--- config.mk ---
export PLATFORM = sky130hd
export DESIGN_NAME = etcm_ctrl
export DESIGN_NICKNAME = d
export VERILOG_FILES = /design/src/design/etcm_pkg.sv /design/src/design/etcm_ctrl.sv
export SDC_FILE = /design/constraint.sdc
export NUM_CORES = 1
export LEC_CHECK = 0
export BUFFER_PORTS_ARGS = -buffer_cell sky130_fd_sc_hd__buf_2
export CORE_MARGIN = 3
export CORE_UTILIZATION = 53
export CTS_CLUSTER_DIAMETER = 200
export CTS_CLUSTER_SIZE = 25
export DETAILED_ROUTE_END_ITERATION = 8
export PLACE_DENSITY = 0.8
export SLEW_MARGIN = 5
export SYNTH_ARGS = -nofsm -noshare
export SYNTH_HDL_FRONTEND = slang
export SYNTH_SLANG_ARGS = --single-unit
export TNS_END_PERCENT = 20
--- constraint.sdc ---
create_clock -name clk_i -period 2.48 [get_ports clk_i]
set_input_delay 0.496 -clock clk_i [delete_from_list [all_inputs] [get_ports clk_i]]
set_output_delay 0.496 -clock clk_i [all_outputs]
set_load 0.05 [all_outputs]
--- src/design/etcm_pkg.sv ---
// ----------------------------------------------------------------------------
// etcm_pkg
// Shared types, codes and helper functions of the exon coordinate mapper.
// ----------------------------------------------------------------------------
package etcm_pkg;

  localparam int POS_W  = 32;
  localparam int CHAR_W = 8;

  typedef enum logic [1:0] {
    OP_LOAD  = 2'd0,
    OP_CHAR  = 2'd1,
    OP_QUERY = 2'd2,
    OP_CLEAR = 2'd3
  } opcode_e;

  typedef enum logic [2:0] {
    ST_DONE  = 3'd0,
    ST_BASE  = 3'd1,
    ST_GAP   = 3'd2,
    ST_DROP  = 3'd3,
    ST_QUERY = 3'd4,
    ST_FULL  = 3'd5
  } rsp_status_e;

  typedef enum logic [2:0] {
    BASE_A    = 3'd0,
    BASE_C    = 3'd1,
    BASE_G    = 3'd2,
    BASE_U    = 3'd3,
    BASE_MASK = 3'd4
  } base_e;

  localparam logic [CHAR_W-1:0] CHAR_A_UP = "A";
  localparam logic [CHAR_W-1:0] CHAR_A_LO = "a";
  localparam logic [CHAR_W-1:0] CHAR_C_UP = "C";
  localparam logic [CHAR_W-1:0] CHAR_C_LO = "c";
  localparam logic [CHAR_W-1:0] CHAR_G_UP = "G";
  localparam logic [CHAR_W-1:0] CHAR_G_LO = "g";
  localparam logic [CHAR_W-1:0] CHAR_T_UP = "T";
  localparam logic [CHAR_W-1:0] CHAR_T_LO = "t";
  localparam logic [CHAR_W-1:0] CHAR_U_UP = "U";
  localparam logic [CHAR_W-1:0] CHAR_U_LO = "u";
  localparam logic [CHAR_W-1:0] CHAR_X_UP = "X";
  localparam logic [CHAR_W-1:0] CHAR_X_LO = "x";
  localparam logic [CHAR_W-1:0] CHAR_DASH = "-";

  // Datapath actions, one per cycle
  typedef enum logic [4:0] {
    DP_NOP,
    DP_CAPTURE,
    DP_LD_FIX,
    DP_LD_LEN,
    DP_LD_UPD,
    DP_CLEAR,
    DP_Q_INIT,
    DP_Q_CHK,
    DP_Q_ADD,
    DP_Q_FIN,
    DP_RES,
    DP_EMIT,
    DP_SCAN_HEAD,
    DP_SCAN_NEXT,
    DP_SCAN_STEP,
    DP_SCAN_FOUND,
    DP_EXHAUST,
    DP_EXH_DROP
  } dp_act_e;

  typedef struct packed {
    dp_act_e     act;
    rsp_status_e code;   // status for DP_RES
  } etcm_cmd_t;

  typedef struct packed {
    logic count_zero;
    logic surplus;
    logic is_dash;
    logic started;
    logic at_end;
    logic next_none;
    logic rd_nonempty;
    logic scan_bound;
    logic idx_last;
    logic q_break;
  } etcm_sts_t;

  typedef struct packed {
    base_e base;
    logic  illegal;
  } base_dec_t;

  // Actions that load the result register
  function automatic logic is_result_act(dp_act_e act);
    logic r;
    case (act)
      DP_LD_UPD, DP_CLEAR, DP_Q_FIN, DP_RES, DP_EMIT, DP_EXH_DROP: r = 1'b1;
      default: r = 1'b0;
    endcase
    return r;
  endfunction

  function automatic logic [POS_W-1:0] exon_len(logic [POS_W-1:0] s, logic [POS_W-1:0] e);
    logic [POS_W-1:0] r;
    r = (e >= s) ? (e - s + POS_W'(1)) : '0;
    return r;
  endfunction

  function automatic base_dec_t decode_char(logic [CHAR_W-1:0] c);
    base_dec_t r;
    r.illegal = 1'b0;
    case (c)
      CHAR_A_UP, CHAR_A_LO: r.base = BASE_A;
      CHAR_C_UP, CHAR_C_LO: r.base = BASE_C;
      CHAR_G_UP, CHAR_G_LO: r.base = BASE_G;
      CHAR_T_UP, CHAR_T_LO, CHAR_U_UP, CHAR_U_LO: r.base = BASE_U;
      CHAR_X_UP, CHAR_X_LO: r.base = BASE_MASK;
      default: begin
        r.base    = BASE_MASK;
        r.illegal = 1'b1;
      end
    endcase
    return r;
  endfunction

endpackage

--- src/design/etcm_ctrl.sv ---
// ----------------------------------------------------------------------------
// etcm_ctrl
// Sequencer: accepts one command word at a time, steps the datapath through
// load, clear, query and character flows, and owns the result valid flag.
// ----------------------------------------------------------------------------
module etcm_ctrl import etcm_pkg::*; (
  input  logic       clk_i,
  input  logic       rst_ni,
  input  logic       req_valid_i,
  input  logic [1:0] req_opcode_i,
  output logic       req_ready_o,
  output logic       rsp_valid_o,
  input  logic       rsp_ready_i,
  input  etcm_sts_t  sts_i,
  output etcm_cmd_t  cmd_o
);

  typedef enum logic [4:0] {
    S_IDLE,
    S_LD_FIX,
    S_LD_LEN,
    S_LD_UPD,
    S_CLR,
    S_Q_INIT,
    S_Q_RD,
    S_Q_CHK,
    S_Q_ADD,
    S_Q_FIN,
    S_C_CHK,
    S_SC_HEAD,
    S_SC_RD,
    S_SC_CHK,
    S_EMIT,
    S_NX_INIT,
    S_EXH_DROP
  } state_e;

  state_e state_q, state_d;
  logic   head_q, head_d;     // scan serves the first base of the stream
  logic   valid_q, valid_d;
  logic   out_free;

  assign out_free    = !valid_q || rsp_ready_i;
  assign req_ready_o = (state_q == S_IDLE);
  assign rsp_valid_o = valid_q;

  always_comb begin
    state_d    = state_q;
    head_d     = head_q;
    cmd_o.act  = DP_NOP;
    cmd_o.code = ST_DONE;

    case (state_q)
      S_IDLE: begin
        if (req_valid_i) begin
          cmd_o.act = DP_CAPTURE;
          case (opcode_e'(req_opcode_i))
            OP_LOAD:  state_d = S_LD_FIX;
            OP_CHAR:  state_d = S_C_CHK;
            OP_QUERY: state_d = S_Q_INIT;
            OP_CLEAR: state_d = S_CLR;
            default:  state_d = S_IDLE;
          endcase
        end
      end
      S_LD_FIX: begin
        cmd_o.act = DP_LD_FIX;
        state_d   = S_LD_LEN;
      end
      S_LD_LEN: begin
        cmd_o.act = DP_LD_LEN;
        state_d   = S_LD_UPD;
      end
      S_LD_UPD: begin
        if (out_free) begin
          cmd_o.act = DP_LD_UPD;
          state_d   = S_IDLE;
        end
      end
      S_CLR: begin
        if (out_free) begin
          cmd_o.act = DP_CLEAR;
          state_d   = S_IDLE;
        end
      end
      S_Q_INIT: begin
        cmd_o.act = DP_Q_INIT;
        state_d   = sts_i.count_zero ? S_Q_FIN : S_Q_RD;
      end
      S_Q_RD: begin
        state_d = S_Q_CHK;
      end
      S_Q_CHK: begin
        if (sts_i.q_break) begin
          state_d = S_Q_FIN;
        end else begin
          cmd_o.act = DP_Q_CHK;
          state_d   = S_Q_ADD;
        end
      end
      S_Q_ADD: begin
        cmd_o.act = DP_Q_ADD;
        state_d   = sts_i.idx_last ? S_Q_FIN : S_Q_RD;
      end
      S_Q_FIN: begin
        if (out_free) begin
          cmd_o.act = DP_Q_FIN;
          state_d   = S_IDLE;
        end
      end
      S_C_CHK: begin
        if (sts_i.surplus) begin
          if (out_free) begin
            cmd_o.act  = DP_RES;
            cmd_o.code = ST_DROP;
            state_d    = S_IDLE;
          end
        end else if (sts_i.is_dash) begin
          if (out_free) begin
            cmd_o.act  = DP_RES;
            cmd_o.code = ST_GAP;
            state_d    = S_IDLE;
          end
        end else if (!sts_i.started) begin
          state_d = S_SC_HEAD;
        end else if (out_free) begin
          cmd_o.act = DP_EMIT;
          state_d   = sts_i.at_end ? S_NX_INIT : S_IDLE;
        end
      end
      S_SC_HEAD: begin
        if (sts_i.count_zero) begin
          state_d = S_EXH_DROP;
        end else begin
          cmd_o.act = DP_SCAN_HEAD;
          head_d    = 1'b1;
          state_d   = S_SC_RD;
        end
      end
      S_NX_INIT: begin
        if (sts_i.next_none) begin
          cmd_o.act = DP_EXHAUST;
          state_d   = S_IDLE;
        end else begin
          cmd_o.act = DP_SCAN_NEXT;
          head_d    = 1'b0;
          state_d   = S_SC_RD;
        end
      end
      S_SC_RD: begin
        state_d = S_SC_CHK;
      end
      S_SC_CHK: begin
        if (sts_i.rd_nonempty) begin
          cmd_o.act = DP_SCAN_FOUND;
          state_d   = head_q ? S_EMIT : S_IDLE;
        end else if (sts_i.scan_bound) begin
          if (head_q) begin
            state_d = S_EXH_DROP;
          end else begin
            cmd_o.act = DP_EXHAUST;
            state_d   = S_IDLE;
          end
        end else begin
          cmd_o.act = DP_SCAN_STEP;
          state_d   = S_SC_RD;
        end
      end
      S_EMIT: begin
        if (out_free) begin
          cmd_o.act = DP_EMIT;
          state_d   = sts_i.at_end ? S_NX_INIT : S_IDLE;
        end
      end
      S_EXH_DROP: begin
        if (out_free) begin
          cmd_o.act = DP_EXH_DROP;
          state_d   = S_IDLE;
        end
      end
      default: state_d = S_IDLE;
    endcase

    if (is_result_act(cmd_o.act)) begin
      valid_d = 1'b1;
    end else if (rsp_ready_i) begin
      valid_d = 1'b0;
    end else begin
      valid_d = valid_q;
    end
  end

  always_ff @(posedge clk_i or negedge rst_ni) begin
    if (!rst_ni) begin
      state_q <= S_IDLE;
      head_q  <= 1'b0;
      valid_q <= 1'b0;
    end else begin
      state_q <= state_d;
      head_q  <= head_d;
      valid_q <= valid_d;
    end
  end

endmodule

Yosys cells after proc, flatten, opt, wreduce, memory -nomap -nowiden
Index checks and enable logic that the tools add are counted. Widths: inputs -> output; s select.

Bits of input ports: 16. Output and inout bits: 10. Register bits: 7.

Reductions and logical operators: 9. Equal/unequal tests: 28. Multiplexer cells: 44.

Operators with widths (count): $mux 5 (16); $pmux 5 s15 (1); $pmux 5 s14 (1); $eq 5x4->1 const B (11); $mux 4 (9); $eq 5x3->1 const B (6); $pmux 5 s4 (1); $mux 3 (5); $mux 7 (2); $eq 5x2->1 const B (2); $eq 5x5->1 const B (2); $mux 8 (1); $mux 1 (7); $ne 2x2->1 const B (3); $reduce_or 6->1 (1); $eq 5x1->1 const B (1); $logic_not 5->1 (1); $eq 2x2->1 const B (2); $reduce_bool 2->1 (2); $reduce_or 4->1 (1); $reduce_and 3->1 (1); $eq 2x1->1 const B (1); $logic_not 2->1 (1); $pmux 1 s2 (1); other kinds (2) (2).

Depth between registers and ports, before layout
Gate-level depths: netlist of run 1.

Depth in word-level cells: 11. Mapped depth: 7.

Worst setup path after synthesis of run 1
OpenSTA, ideal clock, no wires.

Kind: flip-flop to output port. Start point: register valid_q (netlist: rsp_valid_o). End point: output cmd_o[5] (netlist bit). Path slack: -0.514 ns. Required time: 1.984 ns. Stages on the path, launching flop included: 7. Data arrival time: 2.498 ns. Cell sequence: dfrtp_1 > nand2b_1 > clkbuf_1 > nor2_1 > o22ai_1 > a22oi_1 > o31ai_1.

RTL lines: start: declaration (RTL line etcm_ctrl.sv:40) `logic valid_q, valid_d;`; start signal: assignment (RTL line etcm_ctrl.sv:201) `valid_q <= valid_d;`; end: declaration (RTL line etcm_ctrl.sv:15) `output etcm_cmd_t cmd_o`.

==> flow_results.org, run 1 <==
** CTS
- Count of hold-fix buffers inserted at cts :: 0
- Clock tree synthesis inserted a total of 3 buffers.
- Number of setup buffers added after CTS :: 0
- Max clock buf depth :: 2
- Post-CTS repair changed the size of 4 cells.
- In this run the clock root is driven by a sky130_fd_sc_hd__clkbuf_4.
- TritonCTS clock tree :: yes
- H-tree Lvls :: 1
- Clock-pin slew was measured on the worst setup and hold paths at 0.06 ns.
- Clk_lat worst skew :: approximately 0.27 ns
- Clock tree synthesis found a total of 7 sinks.

** Worst setup path
- In this run the critical register-to-register path is launched from state_q[1]$_DFFE_PN0P_.
- Crit Reg-Reg Endpoint :: rsp_valid_o$_DFFE_PN0P_
- Worst Setup Start Kind :: flop
- The critical path crosses 6 cells after its start point.
- Number of cells on the worst reg-to-reg path :: 6
- Slowest cell on the critical path :: sky130_fd_sc_hd__or4b_4
- The number of buffers and inverters on the critical path is 2.
- The signal on the critical path passes through nor2b_2 > buf_4 > nand3_1 > o22ai_1 > or4b_4 > buf_2.
- Capturing element type of the critical path :: primary output
- Cell class contributing the biggest share of worst-path delay :: simple AND/OR/NAND/NOR gates
- The critical path is of the flop to primary output type.
- The setup check on the worst reg-to-reg path leaves a slack of ~0.52 ns.
- Data arrives at the worst endpoint at 2.00 ns.
- Maximum single-stage delay on the critical path :: 0.53 ns
- Largest fanout on the critical path :: 9
- In this run the worst setup path terminates at cmd_o[3].
- Worst path required time :: 1.98 ns
- Launching element of the worst setup path :: state_q[1]$_DFFE_PN0P_

** Timing
- Max-slew violation count :: 0
- The routed design could run at a clock period as short as between 2 and 2.5 ns.
- FMAX :: about 0.4 GHz
- Once routing completed, OpenROAD measured the worst setup slack at -0.01376 ns.
- The final hold violation count is 0.
- Setup repair after global routing could not meet its margin everywhere.
- The clock arrives with about 0.013 ns of skew.
- Hold is met by about 0.053 ns.
- In the finished design, the share of the clock period the worst path needs comes to 1.006.
- Final setup fails :: 1

** Yosys
- Synthesis inferred 7 register bits.
- Post-synthesis instance area :: roughly 1000 sq um
- In the synthesized netlist the async set-or-reset flop fraction comes to 1.000.
- Yosys printed 0 warnings.
- Synthesized area per cell :: around 7.0 sq um
- Post-synthesis sequential area ratio :: 0.1695
- Number of different library cells in the post-synthesis netlist :: 47
- Number of flops mapped to enable cells by yosys :: 0
- Net count after synthesis :: 164
- Post-synthesis cell type with the largest combined area :: sky130_fd_sc_hd__dfrtp_1
- Leading post-synthesis cells by cell area :: sky130_fd_sc_hd__dfrtp_1 (17%), sky130_fd_sc_hd__nor2_1 (5.8%), sky130_fd_sc_hd__nand2_1 (4.7%)
- Share of Yosys cell area claimed by the top area cell type :: 0.1695
- After technology mapping, the gate count stands at 148.
- In the synthesized netlist the dominant register cell turns out to be sky130_fd_sc_hd__dfrtp_1.

** Finish
- The area growth from synthesis to layout is 28.09%.
- Nets :: 197
- 0 antenna diodes ended up in the layout.
- Counting the fill cells in the layout gives 151.
- In the final layout, the share of cells above drive strength 1 is 0.3278.
- With fillers left out, the area of the finished cells amounts to between 1000 and 1500 sq um.

** Job
- Max-cap violations in this run came to 0.

** Die
- Overall die height :: 50.16 um
- Die boundary width :: around 50 um
- The floorplan has 15 rows.
- The floorplan step defined a die boundary enclosing roughly 2500 sq um.
- Initial core utilization :: 0.5796
- The core region is 1783 sq um.
- Number of top-level pins :: 26

** Global route
- After global routing, the most crowded layer is met2.
- Pin count of the biggest net entering global routing :: 31
- For met2 alone, demand over resource in global routing was 0.4413.
- For this run, the total global-route usage over all layers was measured as 0.2931.
- Vias in the first global route :: ~1200
- GR met3 Demand/Resource :: 0.05935
- First-pass GRT wire length :: roughly 5700 um
- In the global route stage, met1 resource usage came out at 0.3952.
- The number of antenna violations at the first check in global routing is 0.
- Summed over all layers, the global routing overflow is 0.

** Placed design
- Worst slack at placement :: roughly 0.11 ns
- Placed Instance Area :: roughly 1200 sq um
- HPWL Detailed :: 2623 um
- The congestion estimate from routability-driven global placement came to 0.9801.
- In this run the tool buffered the top-level ports with 24 buffer cells.

** Routing
- Pre-antenna DRT Iters :: 4
- Once detail routing completed, the nets flagged for antenna violations numbered 0.
- Final routed DRC violation total :: 0
- Total number of vias :: 1339
- Detailed Route WL :: ~3400 um
- Dividing the detail-routed wire length by the instance count gives roughly 17 um.
- In this run, the number of DRC markers left after iteration 0 of detailed routing was slightly below 70.
- Detailed-route vias per instance :: roughly 6.5

** Pwr
- Total leakage power :: between 0.5 and 0.6 nW
- Summing internal, switching and leakage power gives around 1.5 mW.
- Power density normalized to cell area :: 1158 nW/um^2
- IR analysis of the VDD net gives a maximum drop of approximately 0.75 mV.

** Outcome
- The flow ran to the end, but the final reports show violations.
- Violated checks :: setup timing

** Hold path
- Hold Path Class :: primary input to async pin
metal layers:
| metal | vias to the layer above | wire [um] |
|---|---|---|
| met2 | 87 | 1514 |
| met3 | 13 | 313 |
| met5 | - | 0 |
| met1 | 621 | 1461 |
| met4 | 0 | 110 |
| li1 | 618 | - |
synth_stat cells (2+ instances only):
library cell / instances
sky130_fd_sc_hd__o22ai_1: 2
sky130_fd_sc_hd__o21a_1: 3
sky130_fd_sc_hd__nand2b_1: 3
sky130_fd_sc_hd__a22oi_1: 2
sky130_fd_sc_hd__a41oi_1: 2
sky130_fd_sc_hd__mux2_2: 2
sky130_fd_sc_hd__inv_1: 5
sky130_fd_sc_hd__a21oi_1: 8
sky130_fd_sc_hd__nand3_1: 7
sky130_fd_sc_hd__mux2i_1: 3
sky130_fd_sc_hd__nor3b_1: 2
sky130_fd_sc_hd__nor2_1: 16
sky130_fd_sc_hd__o21ai_0: 9
sky130_fd_sc_hd__clkbuf_1: 4
sky130_fd_sc_hd__nand2_1: 13
sky130_fd_sc_hd__buf_2: 4
sky130_fd_sc_hd__buf_4: 2
sky130_fd_sc_hd__nor2b_1: 7
sky130_fd_sc_hd__nor3_1: 7
sky130_fd_sc_hd__dfrtp_1: 7
sky130_fd_sc_hd__a31oi_1: 3
sky130_fd_sc_hd__buf_6: 2
sky130_fd_sc_hd__a211o_1: 2
sky130_fd_sc_hd__o211ai_1: 5
sky130_fd_sc_hd__nand4_1: 2
sky130_fd_sc_hd__nand3b_1: 2
sky130_fd_sc_hd__o31a_1: 2
sky130_fd_sc_hd__o31ai_1: 3
per-stage QoR:
stage	setup TNS [ns]	utilization	instances
after floorplan	0	-	148
after global placement	0	0.7011	201
after detailed placement	0	0.7011	201
after CTS	0	0.7221	205
after global routing	-0.04896	0.7425	205
final	-0.01376	0.7425	205
final cells by class:
class,count,area [sq um],area share
clock buffers,4,26.28,0.01985
inverters,5,18.77,0.01418
multi-input cells,123,805.8,0.6087
flip-flops and latches,7,177.7,0.1342
well taps,25,31.28,0.02363
repair buffers,41,264.0,0.1994
cell usage in the layout, fill, tap and decap left out, types with 3 or more instances in the layout:
cell type / netlist / routed
sky130_fd_sc_hd__nor3_1: 7 / 6
sky130_fd_sc_hd__a21oi_1: 8 / 8
sky130_fd_sc_hd__o211ai_1: 5 / 5
sky130_fd_sc_hd__dfrtp_1: 7 / 5
sky130_fd_sc_hd__nand3_1: 7 / 7
sky130_fd_sc_hd__inv_1: 5 / 5
sky130_fd_sc_hd__buf_4: 2 / 15
sky130_fd_sc_hd__nand2_1: 13 / 13
sky130_fd_sc_hd__buf_6: 2 / 3
sky130_fd_sc_hd__nor2_1: 16 / 16
sky130_fd_sc_hd__buf_2: 4 / 22
sky130_fd_sc_hd__clkbuf_4: 0 / 4
sky130_fd_sc_hd__mux2i_1: 3 / 3
sky130_fd_sc_hd__o21ai_0: 9 / 9
sky130_fd_sc_hd__o21a_1: 3 / 3
sky130_fd_sc_hd__nor2b_1: 7 / 5
sky130_fd_sc_hd__a31oi_1: 3 / 3
where the power goes:
group | switching [mW] | leakage [nW] | internal [mW]
Clock | 0.0485 | 0.0150 | 0.0619
Sequential | 0.0456 | 0.0838 | 0.152
Combinational | 0.772 | 0.500 | 0.453
flip-flops by register name (all words and copies together), names as in the netlist:
name and cells:
head_q 1, state_q 5, rsp_valid_o 1
cell families (layout without fill, tap and decap cells):
group | count (synthesis) | after routing | share of synthesized area
simple gates | 67 | 67 | 0.3450
compound gates | 50 | 50 | 0.3390
buf+inv | 18 | 50 | 0.09200
flops | 7 | 7 | 0.1695
mux | 5 | 5 | 0.05085
other cells | 1 | 1 | 0.003628
worst min-delay path by stage:
stage,startpoint,endpoint,cells past startpoint
detailed placement,rst_ni,state_q[2]$_DFFE_PN0P_,1
global route,rst_ni,state_q[2]$_DFFE_PN0P_,1
floorplan,rst_ni,head_q$_DFFE_PN0P_,0
global placement,rst_ni,state_q[0]$_DFFE_PN0P_,1
CTS,rst_ni,state_q[2]$_DFFE_PN0P_,1
finish,rst_ni,state_q[2]$_DFFE_PN0P_,1
Note: power is estimated with default switching activity, not from simulation.
==> inputs of run 2 (changes only) <==
Settings changed: REMOVE_ABC_BUFFERS from default to 1.
==> flow_results.org, run 2 (synthesis gave the netlist of run 1 again) <==
** Pwr
- The power per cell area was 1187 nW/um^2 (+2.5%).
- Int Pwr :: 673.1 uW (+0.95%)
- The switching share of power is 0.5596 (-0.005405).
- The switching component of the power was 855.5 uW (-1.2%).
- Peak supply drop :: 0.8001 mV (+6.3%)
- Power share of the sequential group :: 0.145 (+0.016)
- Clock network fraction of design power :: 0.072 (about the same)
- Total leakage power :: 0.5734 nW (-4.2%)
- The combinational fraction of design power came to 0.783 (-0.016).

** Routing
- Pre-antenna DRT Iters :: 4 (unchanged)
- The post-detailed-route wirelength per cell came to 17.13 um (+3.3%).
- Total number of vias :: 1336 (-0.22%)
- The number of design-rule violations left by the first detailed-router iteration came to 88 (+28%).
- The ratio of routed vias to standard cells is 6.680 (+2.3%).
- The post-route antenna net violation count was 0 (unchanged).
- The number of design rule violations left after detail routing was 0 (unchanged).
- The total length of routed wires was 3425 um (+0.76%).

** Worst setup path
- Walking the worst path, the cells encountered are or3_4 > buf_4 > a211o_1 > a21oi_1 > or4b_4 > buf_6.
- STA classifies the critical path endpoint as a primary output.
- The top fanout value on the critical path came to 4 (-5).
- Cell class contributing the biggest share of worst-path delay :: simple AND/OR/NAND/NOR gates
- Class of the most critical setup path :: flop to primary output
- The delay of the slowest critical-path stage is 0.45 ns (-0.08 ns).
- Worst Setup Start Kind :: flop
- For this design, the slowest cell found on the critical path is sky130_fd_sc_hd__dfrtp_2.
- Data arrival time at the worst-slack endpoint :: 1.95 ns (-0.05 ns)
- The count of buffering cells on the critical path with inverters included was 2 (unchanged).
- Worst path required time :: 1.98 ns (about the same)

** Finish
- Number of fill cells :: 148 (-2.0%)
- Leaving out fill and tap cells, the most frequent cell in the layout is sky130_fd_sc_hd__buf_2.
- The register with the most flip-flops in the final layout is state_q.
- Fin util :: 0.7221 (-0.02035)
- From synthesis to final layout, the design area changed by 24.58%.
- The number of flip-flops in the largest register is 5 (unchanged).
- The total inserted antenna cells came to 0 (unchanged).
- Nets :: 192 (-2.5%)
- Commonest non-fill, non-tap cells in the layout :: sky130_fd_sc_hd__buf_2 (21), sky130_fd_sc_hd__nor2_1 (15), sky130_fd_sc_hd__nand2_1 (13), sky130_fd_sc_hd__buf_4 (10), sky130_fd_sc_hd__o21ai_0 (9)
- Fraction of layout cells with a size suffix above 1 :: 0.3086 (-0.01921)

** Placed design
- Weighted congestion at the end of routability-driven global placement :: 0.9232 (-5.8%)
- The post-place setup slack was 0.1247 ns (+0.01073 ns).
- The count of input and output buffers was 24 (unchanged).
- The HPWL after detailed placement came to 2535 um (-3.3%).

** Timing
- FMAX :: 0.4082 GHz (+1.8%)
- The final number of setup-violating endpoints was 0 (-1).
- The total count of max-transition violations in the final report came to 0 (unchanged).
- Min Hold Slack :: 0.05654 ns (+0.003266 ns)
- The final period demand of the worst path came to 2.450 ns (-0.04374 ns).
- The slack of the critical path came to 0.02998 ns (+0.04374 ns).
- Final clock skew :: 0.003057 ns (-0.009968 ns)
- The final worst-path cycle share came to 0.9879 (-0.01764).
- The final hold violation count was 0 (unchanged).

** CTS
- The number of levels in the clock H-tree is 1 (unchanged).
- The number of buffers added by the clock tree synthesis step is 3 (unchanged).
- The insertion delay to the later sink of the worst-skew pair is 0.26 ns (about the same).
- The TritonCTS sink count came to 7 (unchanged).
- Buffer type at the clock tree root :: sky130_fd_sc_hd__clkbuf_4
- The worst-case clock buffer depth came to 2 (unchanged).
- The clock-pin slew of the registers on the worst-case setup and hold paths is 0.06 ns (about the same).
- TritonCTS built the clock tree.

** Die
- Overall die height :: 50.16 um (unchanged)
- The horizontal die dimension came to 50.16 um (unchanged).
- The number of top-level pins was 26 (unchanged).
- Core ar. :: 1783 sq um (unchanged)
- Number of rows in the core area :: 15 (unchanged)
- Initial core utilization :: 0.5796 (unchanged)
- The die footprint came to 2516 sq um (unchanged).

** Global route
- The wire length of the first global-routing pass is 5644 um (-0.35%).
- The number of global-route vias before repair came to 1259 (+3.6%).
- The remaining global-route overflow came to 0 (unchanged).
- The overall global routing resource usage was 0.2909 (-0.002239).
- Antenna violations before repair :: 0 (unchanged)
- The pin count of the biggest net entering global routing was 31 (unchanged).

** Outcome
- The run finished with clean final reports.

** Job
- Max-cap check violation count :: 0 (unchanged)

** Hold path
- The worst hold path belongs to the class primary input to async pin.
-- run 2: final timing paths --
check	from	to	slack, ns	cells past startpoint
worst max register to register	state_q[0]$_DFFE_PN0P_	rsp_valid_o$_DFFE_PN0P_	0.52	6
max in group asynchronous	rst_ni	state_q[1]$_DFFE_PN0P_	2.25	1
min in group clk_i	sts_i[4]	head_q$_DFFE_PN0P_	0.61	3
worst max-delay path	state_q[0]$_DFFE_PN0P_	cmd_o[3]	0.03	6
worst min-delay path	rst_ni	state_q[2]$_DFFE_PN0P_	0.06	1
worst min register to register	head_q$_DFFE_PN0P_	state_q[4]$_DFFE_PN0P_	0.67	2
-- run 2: layer usage --
layer	GRT usage	up-vias	routed length, um
met5	0	-	0
met4	0.1889	0	153
met3	0.05341	21	394
met2	0.4543	108	1612
met1	0.3626	595	1264
li1	-	612	-
-- run 2: repair_timing --
action | in CTS | in global routing
resized for setup | 5 | 11
hold buffers | 0 | 0
setup buffers | 0 | 0
endpoints found under the hold margin | 0 | 0
pin swaps | 0 | 1
cloned | 0 | 0
setup endpoints to repair | 5 | 5
-- run 2: power groups by stage --
stage	registers, mW	clock network, mW	logic, mW
2_1_floorplan	0.285	0	0.700
3_3_place_gp	0.214	0	1.10
3_5_place_dp	0.212	0	1.12
4_1_cts	0.213	0.111	1.15
5_1_grt	0.229	0.120	1.27
6_report	0.222	0.111	1.20
-- run 2: layout make-up --
class	count	area (sq um)	share of cell area
multi-input combinational	123	789.5	0.6132
timing repair buffer	36	241.5	0.1876
sequential	7	178.9	0.1390
tap	25	31.28	0.02430
clock buffer	3	22.52	0.01749
inverter	5	18.77	0.01458
clock inverter	1	5.005	0.003887
-- run 2: stage by stage --
stage / instance area [sq um] / total power, mW / TNS, ns / cells
after floorplan: 957.2 / 0.9851 / -0.7908 / 135
after global placement: 1211 / 1.316 / 0 / 196
after detailed placement: 1211 / 1.333 / 0 / 196
after CTS: 1251 / 1.474 / -0.005375 / 200
after global routing: 1287 / 1.621 / -0.02721 / 200
final: 1287 / 1.529 / 0 / 200
-- run 2: worst register-to-register path, stage by stage, from the launching register on --
cell and delay, ns:
sky130_fd_sc_hd__dfrtp_2 0.45, sky130_fd_sc_hd__buf_12 0.17, sky130_fd_sc_hd__nor2b_1 0.18, sky130_fd_sc_hd__nand3_2 0.12, sky130_fd_sc_hd__o22ai_1 0.08, sky130_fd_sc_hd__or4b_4 0.53, sky130_fd_sc_hd__o31a_1 0.32
